--- config.mk ---
export PLATFORM = sky130hd
export DESIGN_NAME = crc8_word_pair_deframer
export DESIGN_NICKNAME = d
export VERILOG_FILES = /design/src/hw/rtl/c8wpd_pkg.sv /design/src/hw/rtl/crc8_word_pair_deframer.sv /design/src/hw/rtl/c8wpd_in_stage.sv /design/src/hw/rtl/c8wpd_track.sv /design/src/hw/rtl/c8wpd_out_stage.sv
export SDC_FILE = /design/constraint.sdc
export NUM_CORES = 1
export LEC_CHECK = 0
export BUFFER_PORTS_ARGS = -buffer_cell sky130_fd_sc_hd__buf_4
export CAP_MARGIN = 0
export CORE_UTILIZATION = 61
export DETAILED_ROUTE_END_ITERATION = 16
export MAX_ROUTING_LAYER = met4
export PLACE_DENSITY_LB_ADDON = 0.2
export SLEW_MARGIN = 20
export SYNTH_ARGS = -nofsm -noshare
export SYNTH_HDL_FRONTEND = slang
export SYNTH_SLANG_ARGS = --single-unit
--- constraint.sdc ---
create_clock -name clk -period 4.7 [get_ports clk]
set_input_delay 0.47 -clock clk [delete_from_list [all_inputs] [get_ports clk]]
set_output_delay 0.47 -clock clk [all_outputs]
set_load 0.03 [all_outputs]
--- src/hw/rtl/c8wpd_pkg.sv ---
// Shared types, constants and the CRC-8 byte update for the word-pair deframer.
// No dependencies; imported by every module of the block.
package c8wpd_pkg;

	localparam int unsigned BYTE_W    = 8;
	localparam int unsigned VALUE_W   = 32;
	localparam int unsigned INDEX_W   = 4;
	localparam int unsigned PHASE_W   = 3;

	localparam logic [7:0] CRC_INIT  = 8'hFF;
	localparam logic [7:0] CRC_POLY  = 8'h31;

	// Byte offsets inside one six-byte value (two data/data/CRC triplets).
	localparam logic [PHASE_W-1:0] PH_D0   = 3'd0;
	localparam logic [PHASE_W-1:0] PH_D1   = 3'd1;
	localparam logic [PHASE_W-1:0] PH_C0   = 3'd2;
	localparam logic [PHASE_W-1:0] PH_D3   = 3'd3;
	localparam logic [PHASE_W-1:0] PH_D4   = 3'd4;
	localparam logic [PHASE_W-1:0] PH_LAST = 3'd5;

	typedef struct packed {
		logic              valid;
		logic [BYTE_W-1:0] data_byte;
		logic              frame_start;
	} in_item_t;

	typedef struct packed {
		logic [VALUE_W-1:0] value_bits;
		logic [INDEX_W-1:0] value_index;
		logic               value_ok;
		logic               frame_end;
		logic               frame_ok;
	} result_t;

	// MSB-first CRC-8 update over one byte, polynomial 0x31.
	function automatic logic [7:0] crc8_byte(input logic [7:0] crc, input logic [7:0] b);
		logic [7:0] c;
		c = crc ^ b;
		for (int k = 0; k < 8; k++) begin
			if (c[7]) begin
				c = {c[6:0], 1'b0} ^ CRC_POLY;
			end else begin
				c = {c[6:0], 1'b0};
			end
		end
		return c;
	endfunction

endpackage

--- src/hw/rtl/crc8_word_pair_deframer.sv ---
// Top level of the CRC-8 word-pair deframer.
// Depends on c8wpd_pkg, c8wpd_in_stage, c8wpd_track and c8wpd_out_stage.
//
// Usage:
//   Byte channel (byte_valid/byte_ready, data_byte, frame_start) carries the
//   response stream one byte per transaction. frame_start marks byte 0 of a
//   frame and drops any partial value; without it the byte after the last
//   byte of a frame opens the next frame.
//   A frame is VALUE_COUNT values of six bytes each: data, data, CRC, data,
//   data, CRC. CRC-8 uses polynomial 0x31, seed 0xFF, no final xor.
//   Value channel (value_valid/value_ready) delivers one transaction per
//   sixth byte: value_bits (bytes 0,1,3,4 big-endian), value_index,
//   value_ok (both CRCs good), frame_end on the last value and frame_ok
//   (every CRC of the frame good, set only with frame_end).
//   A bad CRC never stops the stream; it only clears the flags.
// Timing:
//   One byte per cycle sustained while value_ready is high. The sixth byte
//   waits in the input register; the result register loads as it moves on
//   and drives value_valid. The CRC update and value assembly sit in between.
// Reset and stall:
//   arst_n empties both registers and returns the tracker to byte 0 of a
//   frame. If the receiver holds value_ready low, the held value stays put,
//   one more byte waits in the input register, then byte_ready drops.
module crc8_word_pair_deframer
	import c8wpd_pkg::*;
#(
	parameter int unsigned VALUE_COUNT = 10
) (
	input  logic               clk,
	input  logic               arst_n,
	input  logic               byte_valid,
	output logic               byte_ready,
	input  logic [BYTE_W-1:0]  data_byte,
	input  logic               frame_start,
	output logic               value_valid,
	input  logic               value_ready,
	output logic [VALUE_W-1:0] value_bits,
	output logic [INDEX_W-1:0] value_index,
	output logic               value_ok,
	output logic               frame_end,
	output logic               frame_ok
);

	in_item_t item;
	result_t  result;
	logic     emit;
	logic     take;
	logic     fire;

	// Advance the held byte whenever the result register has room.
	assign fire = item.valid && take;

	c8wpd_in_stage u_in (
		.clk         (clk),
		.arst_n      (arst_n),
		.byte_valid  (byte_valid),
		.byte_ready  (byte_ready),
		.data_byte   (data_byte),
		.frame_start (frame_start),
		.advance     (fire),
		.item        (item)
	);

	c8wpd_track #(
		.VALUE_COUNT (VALUE_COUNT)
	) u_track (
		.clk    (clk),
		.arst_n (arst_n),
		.fire   (fire),
		.item   (item),
		.emit   (emit),
		.result (result)
	);

	c8wpd_out_stage u_out (
		.clk         (clk),
		.arst_n      (arst_n),
		.load        (emit),
		.result      (result),
		.take        (take),
		.value_valid (value_valid),
		.value_ready (value_ready),
		.value_bits  (value_bits),
		.value_index (value_index),
		.value_ok    (value_ok),
		.frame_end   (frame_end),
		.frame_ok    (frame_ok)
	);

endmodule

--- src/hw/rtl/c8wpd_in_stage.sv ---
// Input register of the word-pair deframer.
// Depends on c8wpd_pkg.
module c8wpd_in_stage
	import c8wpd_pkg::*;
(
	input  logic              clk,
	input  logic              arst_n,
	input  logic              byte_valid,
	output logic              byte_ready,
	input  logic [BYTE_W-1:0] data_byte,
	input  logic              frame_start,
	input  logic              advance,
	output in_item_t          item
);

	logic              valid_s1;
	logic [BYTE_W-1:0] data_byte_s1;
	logic              frame_start_s1;

	// Refill in the same cycle the held byte moves on.
	assign byte_ready = !valid_s1 || advance;

	always_ff @(posedge clk or negedge arst_n) begin
		if (!arst_n) begin
			valid_s1 <= 1'b0;
		end else if (byte_ready) begin
			valid_s1 <= byte_valid;
		end
	end

	always_ff @(posedge clk) begin
		if (byte_ready && byte_valid) begin
			data_byte_s1   <= data_byte;
			frame_start_s1 <= frame_start;
		end
	end

	assign item = '{valid: valid_s1, data_byte: data_byte_s1, frame_start: frame_start_s1};

endmodule

--- src/hw/rtl/c8wpd_track.sv ---
// Frame tracker: byte position, triplet CRC check and value assembly.
// Depends on c8wpd_pkg.
module c8wpd_track
	import c8wpd_pkg::*;
#(
	parameter int unsigned VALUE_COUNT = 10
) (
	input  logic     clk,
	input  logic     arst_n,
	input  logic     fire,
	input  in_item_t item,
	output logic     emit,
	output result_t  result
);

	localparam logic [INDEX_W-1:0] LAST_INDEX = INDEX_W'(VALUE_COUNT - 1);

	logic [PHASE_W-1:0] phase_q;
	logic [INDEX_W-1:0] count_q;
	logic [7:0]         crc_q;
	logic [VALUE_W-1:0] hold_q;
	logic               vgood_q;
	logic               fgood_q;

	logic [PHASE_W-1:0] phase;
	logic [INDEX_W-1:0] count;
	logic [7:0]         crc;
	logic               vgood;
	logic               fgood;
	logic               is_data0;
	logic               is_crc;
	logic [7:0]         crc_upd;
	logic               mismatch;
	logic               vgood_n;
	logic               fgood_n;
	logic               last;

	// Frame start restarts position, count, CRC and flags.
	assign phase = item.frame_start ? PH_D0    : phase_q;
	assign count = item.frame_start ? '0       : count_q;
	assign crc   = item.frame_start ? CRC_INIT : crc_q;
	assign vgood = item.frame_start ? 1'b1     : vgood_q;
	assign fgood = item.frame_start ? 1'b1     : fgood_q;

	always_comb begin
		is_data0 = 1'b0;
		is_crc   = 1'b0;
		case (phase)
			PH_D0, PH_D3:    is_data0 = 1'b1;
			PH_C0, PH_LAST:  is_crc   = 1'b1;
			default:         is_data0 = 1'b0;
		endcase
	end

	assign crc_upd  = crc8_byte(is_data0 ? CRC_INIT : crc, item.data_byte);
	assign mismatch = is_crc && (crc != item.data_byte);
	assign vgood_n  = vgood && !mismatch;
	assign fgood_n  = fgood && !mismatch;
	assign last     = (count == LAST_INDEX);
	assign emit     = item.valid && (phase == PH_LAST);

	assign result = '{
		value_bits:  hold_q,
		value_index: count,
		value_ok:    vgood_n,
		frame_end:   last,
		frame_ok:    last && fgood_n
	};

	always_ff @(posedge clk or negedge arst_n) begin
		if (!arst_n) begin
			phase_q <= PH_D0;
			count_q <= '0;
			crc_q   <= CRC_INIT;
			vgood_q <= 1'b1;
			fgood_q <= 1'b1;
		end else if (fire) begin
			crc_q <= is_crc ? CRC_INIT : crc_upd;
			if (phase == PH_LAST) begin
				phase_q <= PH_D0;
				count_q <= last ? '0 : count + 1'b1;
				vgood_q <= 1'b1;
				fgood_q <= last ? 1'b1 : fgood_n;
			end else begin
				phase_q <= phase + 1'b1;
				count_q <= count;
				vgood_q <= vgood_n;
				fgood_q <= fgood_n;
			end
		end
	end

	// Every value shifts in four fresh data bytes, so the hold needs no clear.
	always_ff @(posedge clk) begin
		if (fire && !is_crc) begin
			hold_q <= {hold_q[VALUE_W-BYTE_W-1:0], item.data_byte};
		end
	end

endmodule

--- src/hw/rtl/c8wpd_out_stage.sv ---
// Result register of the word-pair deframer.
// Depends on c8wpd_pkg.
module c8wpd_out_stage
	import c8wpd_pkg::*;
(
	input  logic               clk,
	input  logic               arst_n,
	input  logic               load,
	input  result_t            result,
	output logic               take,
	output logic               value_valid,
	input  logic               value_ready,
	output logic [VALUE_W-1:0] value_bits,
	output logic [INDEX_W-1:0] value_index,
	output logic               value_ok,
	output logic               frame_end,
	output logic               frame_ok
);

	logic    valid_s2;
	result_t result_s2;

	// Accept a new result when empty or when the held one leaves now.
	assign take = !valid_s2 || value_ready;

	always_ff @(posedge clk or negedge arst_n) begin
		if (!arst_n) begin
			valid_s2 <= 1'b0;
		end else if (take) begin
			valid_s2 <= load;
		end
	end

	always_ff @(posedge clk) begin
		if (take && load) begin
			result_s2 <= result;
		end
	end

	assign value_valid = valid_s2;
	assign value_bits  = result_s2.value_bits;
	assign value_index = result_s2.value_index;
	assign value_ok    = result_s2.value_ok;
	assign frame_end   = result_s2.frame_end;
	assign frame_ok    = result_s2.frame_ok;

endmodule

=== Word-level counts from Yosys, hierarchy flattened ===
Index checks and enable logic that the tools add are counted.

* Register bits: 99
* Bits of input ports: 13
* Output and inout bits: 41
* Word-level logic and storage cells: 72

* Add/sub/neg operators: 2
* Eq/ne operators: 5
* Muxes and demuxes: 23
* Bitwise logic cells: 9
* Reductions and logical operators: 18

{| class="wikitable"
|+ Operators by type and width
! cell !! number
|-
| 6-bit 2-to-1 mux || 8
|-
| 8-bit 2-to-1 mux || 3
|-
| 3-bit NOT || 8
|-
| 4-bit 2-to-1 mux || 3
|-
| 1-bit logical AND || 9
|-
| 8-bit != test || 1
|-
| 8-bit XOR || 1
|-
| 1-bit 2-to-1 mux || 7
|-
| 3-bit by 2-bit equality test with 1-bit output (second input constant) || 2
|-
| 3-bit 2-to-1 mux || 2
|-
| 4-bit by 1-bit adder with 4-bit output (second input constant) || 1
|-
| 4-bit equality test (second input constant) || 1
|-
| 1-bit logical NOT || 4
|-
| 2-bit OR reduction || 2
|-
| 3-bit by 1-bit adder with 3-bit output (second input constant) || 1
|-
| 3-bit equality test (second input constant) || 1
|-
| 3-bit logical NOT || 1
|-
| 1-bit logical OR || 2
|}

=== Logic depth before layout (Yosys ltp) ===
* Depth after elaboration: 23
* Gate-level depth with buffers: 7
* Mapped depth without buffers: 6

=== Modules after synthesis ===
A second synthesis with hierarchy kept.

* Cell total of the unflattened synthesis: 270
* Area, all modules: 4040.1 um2

{| class="wikitable"
|+ Modules (own cells, without submodules)
! module !! instances !! cells an instance !! area an instance (um2) !! seq. area each (um2)
|-
| c8wpd_track || 1 || 211 || 2469.9 || 1398.8
|-
| c8wpd_out_stage || 1 || 43 || 1224.9 || 1196.1
|-
| c8wpd_in_stage || 1 || 15 || 339.1 || 295.3
|-
| crc8_word_pair_deframer || 1 || 1 || 6.3 || 0.0
|}

=== Worst setup path after synthesis ===
OpenSTA, ideal clock, no wires.

* Path kind: register -> register
* Start: reg u_in.frame_start_s1
* End: reg u_track.hold_q[0] (enable)
* Setup time: 541 ps
* Arrival time: 1791 ps
* Required time: 4159 ps
* Path slack: 2368 ps
* Stages on the path, launching flop included: 6
* Path buffers: 2
* Period minus slack after synthesis: 2332 ps
* Cells stage by stage: edfxtp_1 > clkbuf_1 > clkbuf_1 > a21o_1 > nand2_1 > clkinv_1

* Longest elaborated chain between the ends: 6
* Elaborated cells on any way between the ends: 7
* Those cells by class: eq/ne (2); mux (2); reduce/logical (3)

{| class="wikitable"
|+ RTL lines
! element !! RTL line !! text
|-
| from (decl) || c8wpd_in_stage.sv:18 || <nowiki>logic frame_start_s1;</nowiki>
|-
| from (signal assigned) || c8wpd_in_stage.sv:34 || <nowiki>frame_start_s1 <= frame_start;</nowiki>
|-
| 3-bit 2-to-1 mux (*) || c8wpd_track.sv:39 || <nowiki>assign phase = item.frame_start ? PH_D0 : phase_q;</nowiki>
|-
| 3-bit by 2-bit equality test with 1-bit output / 3-bit equality test (equally long branches) || c8wpd_track.sv:48 || <nowiki>case (phase)</nowiki>
|-
| 2-bit OR reduction (*) || c8wpd_track.sv:48 ||
|-
| 1-bit 2-to-1 mux (*) || c8wpd_track.sv:48 ||
|-
| 1-bit logical NOT (*) || c8wpd_track.sv:95 || <nowiki>if (fire && !is_crc) begin</nowiki>
|-
| 1-bit logical AND (*) || c8wpd_track.sv:95 ||
|-
| to (signal assigned) || c8wpd_track.sv:96 || <nowiki>hold_q <= {hold_q[VALUE_W-BYTE_W-1:0], item.data_byte};</nowiki>
|-
| to (decl) || c8wpd_track.sv:21 || <nowiki>logic [VALUE_W-1:0] hold_q;</nowiki>
|}

Every way passes the cells marked *; elsewhere a longest branch is shown, timed or not.
A chain may end at the register's enable or synchronous reset.

==> flow_summary.yaml <==
status:
  status: "complete, no violations"
pwr:
  total_power_w: 0.00219
  p_leak_nw: 1.66
  peakVddDrop_uv: 341
  power_per_cell_area_mw_per_mm2: 481
sta:
  tns_ps: 0
  tightest_slew_ps: 1010
  grt_setup_unrepaired: "no"
  setup_viol: 0
  hold_viol: 0
  clock_skew_ps: 9.74
  max-slew-margin-rel: 0.326
  fin_crit_ps: 2370
  drv_slew: 0
  fin_crit_sh: 0.505
  timing.fmax_mhz: 421
logic_synthesis:
  syn_inst: 260
  synth_edf_count: 80
  ys_ff_latch: 99
  synth_cell_types: 43
  synth_nets: 273
  avgSynthCellArea_um2: 15.0
  ys.flop_type: "edfxtp_1"
  yosysSeqAreaShare: 0.740
  ys_warn_count: 0
  netlist_area_mm2: 0.00391
  synth-async-reset-ratio: 0.192
floorplanning:
  die_h_um: 82.0
  core_area_mm2: 0.00606
  die_x_um: 82.0
  start_util: 0.645
  die_area_mm2: 0.00673
  io_pins: 54
  rows: 28
setup_path:
  crit_slowest_cell: "edfxtp_1"
  worstReg2RegStart: "u_in.frame_start_s1"
  crit_type: "register to register"
  critPathBufInv: 0
  r2r_end: "u_out.frame_ok"
  end_kind: "register"
  path_cells: "nor4_1 > a31oi_1 > o21ai_0 > a41oi_1 > nor2_1"
  cp_data_required_time_ps: 4810
  critPathMaxFanout: 32
  r2r_setup_slack_ps: 2330
  start_kind: "register"
  r2r_cells: 5
  arrival_ps: 2480
  crit_family: "flip-flops"
  critical_path.max_stage_delay_ps: 1030
place:
  dp_hpwl_um: 4470
  gp_congestion: 0.917
  dp_cells: 377
  port_buffers: 53
cts:
  postCtsHoldBufs: 1
  clockBufferDepth: 2
  ctsResizeCount: 0
  cts_buffers: 9
  path_clk_slew_ps: 100
  clock-root-buffer: "clkbuf_8"
  htreeDepth: 3
  clock_latency_ps: 360
  cts_tree: "built"
  cts.sinks: 99
  post-cts-setup-buffers: 0
final_layout:
  fillers: 384
  n_antenna_cell: 0
  area_growth_pct: 16.3
  final_cells: 394
  layout.nets: 327
  drive_gt1_frac: 0.270
detailed_routing:
  routed_via_density: 5.63
  dr.pass1.iters: 5
  drc: 0
  first_iter_violations: 129
  ant_nets: 0
  via_count: 2220
  wirelength_um: 6680
  wl_per_cell_um: 17.0
hold_path:
  whs_path_depth: 1
  min_from: "data_byte[7]"
  hold_class: "input pin to register"
  min_to: "u_in.data_byte_s1[7]"
run:
  maxCapViolations: 0
global_route:
  grt_max_degree: 40
  grt_overflow: 0
  grt_pass1_vias: 2152
  antenna_found_initial: 0
  grt_pass1_wl_um: 10100
  grtUsageTotal: 0.221
sequential cells by signal (all words and copies together), names as in the netlist, 3 cells and up:
signal,count
u_track.hold_q,32
u_track.count_q,4
u_out.value_index,4
u_out.value_bits,32
u_track.crc_q,8
u_track.phase_q,3
u_in.data_byte_s1,8
kinds of logic (layout without fill, tap and decap cells):
group / after synthesis / count (layout) / synth area share
AOI/OAI and AO/OA: 43 / 43 / 0.0682
muxes: 1 / 1 / 0.00256
xor gates and xnor gates: 36 / 36 / 0.0884
and+or+nand+nor: 62 / 62 / 0.0756
DFF: 99 / 99 / 0.740
buffers and inverters: 19 / 78 / 0.0256
power breakdown:
part           switching (W)  internal (W)  total, W
sequential          0.000121       0.00110   0.00122
clock               0.000293      0.000253  0.000546
combinational       0.000223      0.000201  0.000423
worst max path at each step:
| stage | startpoint | slack [ps] | endpoint | depth (start not counted) |
|---|---|---|---|---|
| 5_1_grt | u_in.frame_start_s1 | 2180 | u_out.frame_ok | 5 |
| 2_1_floorplan | u_in.frame_start_s1 | 2370 | u_track.hold_q[0] | 5 |
| 4_1_cts | u_in.frame_start_s1 | 2390 | u_track.crc_q[1] | 5 |
| 6_report | u_in.frame_start_s1 | 2330 | u_out.frame_ok | 5 |
| 3_3_place_gp | value_ready | 2460 | u_track.hold_q[29] | 6 |
| 3_5_place_dp | value_ready | 2390 | u_track.hold_q[21] | 6 |
worst reg2reg max path, delay by kind of cell, from the launching register on:
| kind | cells | cell delay [ps] |
|---|---|---|
| AOI/OAI and AO/OA | 3 | 780 |
| DFF | 1 | 1030 |
| and+or+nand+nor | 2 | 310 |
synth_stat cells, types with 2 or more instances:
library cell | number | share of area
nand3b_1 | 2 | 0.0038
xor2_1 | 13 | 0.029
nor2_1 | 26 | 0.025
buf_6 | 3 | 0.0086
edfxtp_1 | 80 | 0.61
buf_2 | 2 | 0.0026
nand2b_1 | 4 | 0.0064
o22ai_1 | 3 | 0.0048
nor2b_1 | 3 | 0.0048
dfstp_2 | 10 | 0.067
xnor2_1 | 20 | 0.045
nor4_1 | 3 | 0.0048
nand2_1 | 13 | 0.012
a31oi_1 | 5 | 0.0080
clkbuf_1 | 6 | 0.0058
a21oi_1 | 17 | 0.022
and2_1 | 2 | 0.0032
o21ai_0 | 7 | 0.0090
inv_1 | 5 | 0.0048
dfrtp_1 | 9 | 0.058
nor3_1 | 5 | 0.0064
metrics by stage:
| step | hold WS (ps) | instance area, um2 | utilization | setup slack [ps] |
|---|---|---|---|---|
| after floorplan | 174 | 3910 | - | 2370 |
| after global placement | 353 | 4340 | 0.716 | 2460 |
| after detailed placement | 356 | 4340 | 0.716 | 2390 |
| after CTS | 268 | 4550 | 0.750 | 2390 |
| after global routing | 267 | 4550 | 0.750 | 2180 |
| final | 280 | 4550 | 0.750 | 2330 |
layer usage:
layer	vias to the layer above	wire, um	track usage
met4	0	204	0.126
met3	21	377	0.0478
met1	1059	2760	0.268
met2	93	3340	0.345
li1	1047	-	-
met5	-	0	-
cell usage in the layout, fill, tap and decap left out, types with 2 or more instances in the layout:
master	synthesis	routed
inv_6	0	2
dfstp_2	10	10
o22ai_1	3	3
nor2_1	26	26
xor2_1	13	13
edfxtp_1	80	80
inv_1	5	5
nand2b_1	4	4
o21ai_0	7	7
a31oi_1	5	5
xnor2_1	20	20
clkbuf_8	0	9
and2_1	2	2
nand3b_1	2	2
nor3_1	5	5
nor2b_1	3	3
dfrtp_1	9	9
nand2_1	13	13
a21oi_1	17	17
nor4_1	3	3
buf_4	1	55
cell type report:
type / instances / area [um2] / share of cell area
Clock buffer: 10 / 128 / 0.0281
Clock inverter: 6 / 71.3 / 0.0157
Inverter: 6 / 22.5 / 0.00495
Multi-Input combinational cell: 142 / 917 / 0.202
Sequential cell: 99 / 2890 / 0.636
Tap cell: 75 / 93.8 / 0.0206
Timing Repair Buffer: 56 / 423 / 0.0930
No activity file was read; power rests on OpenSTA's default activity.
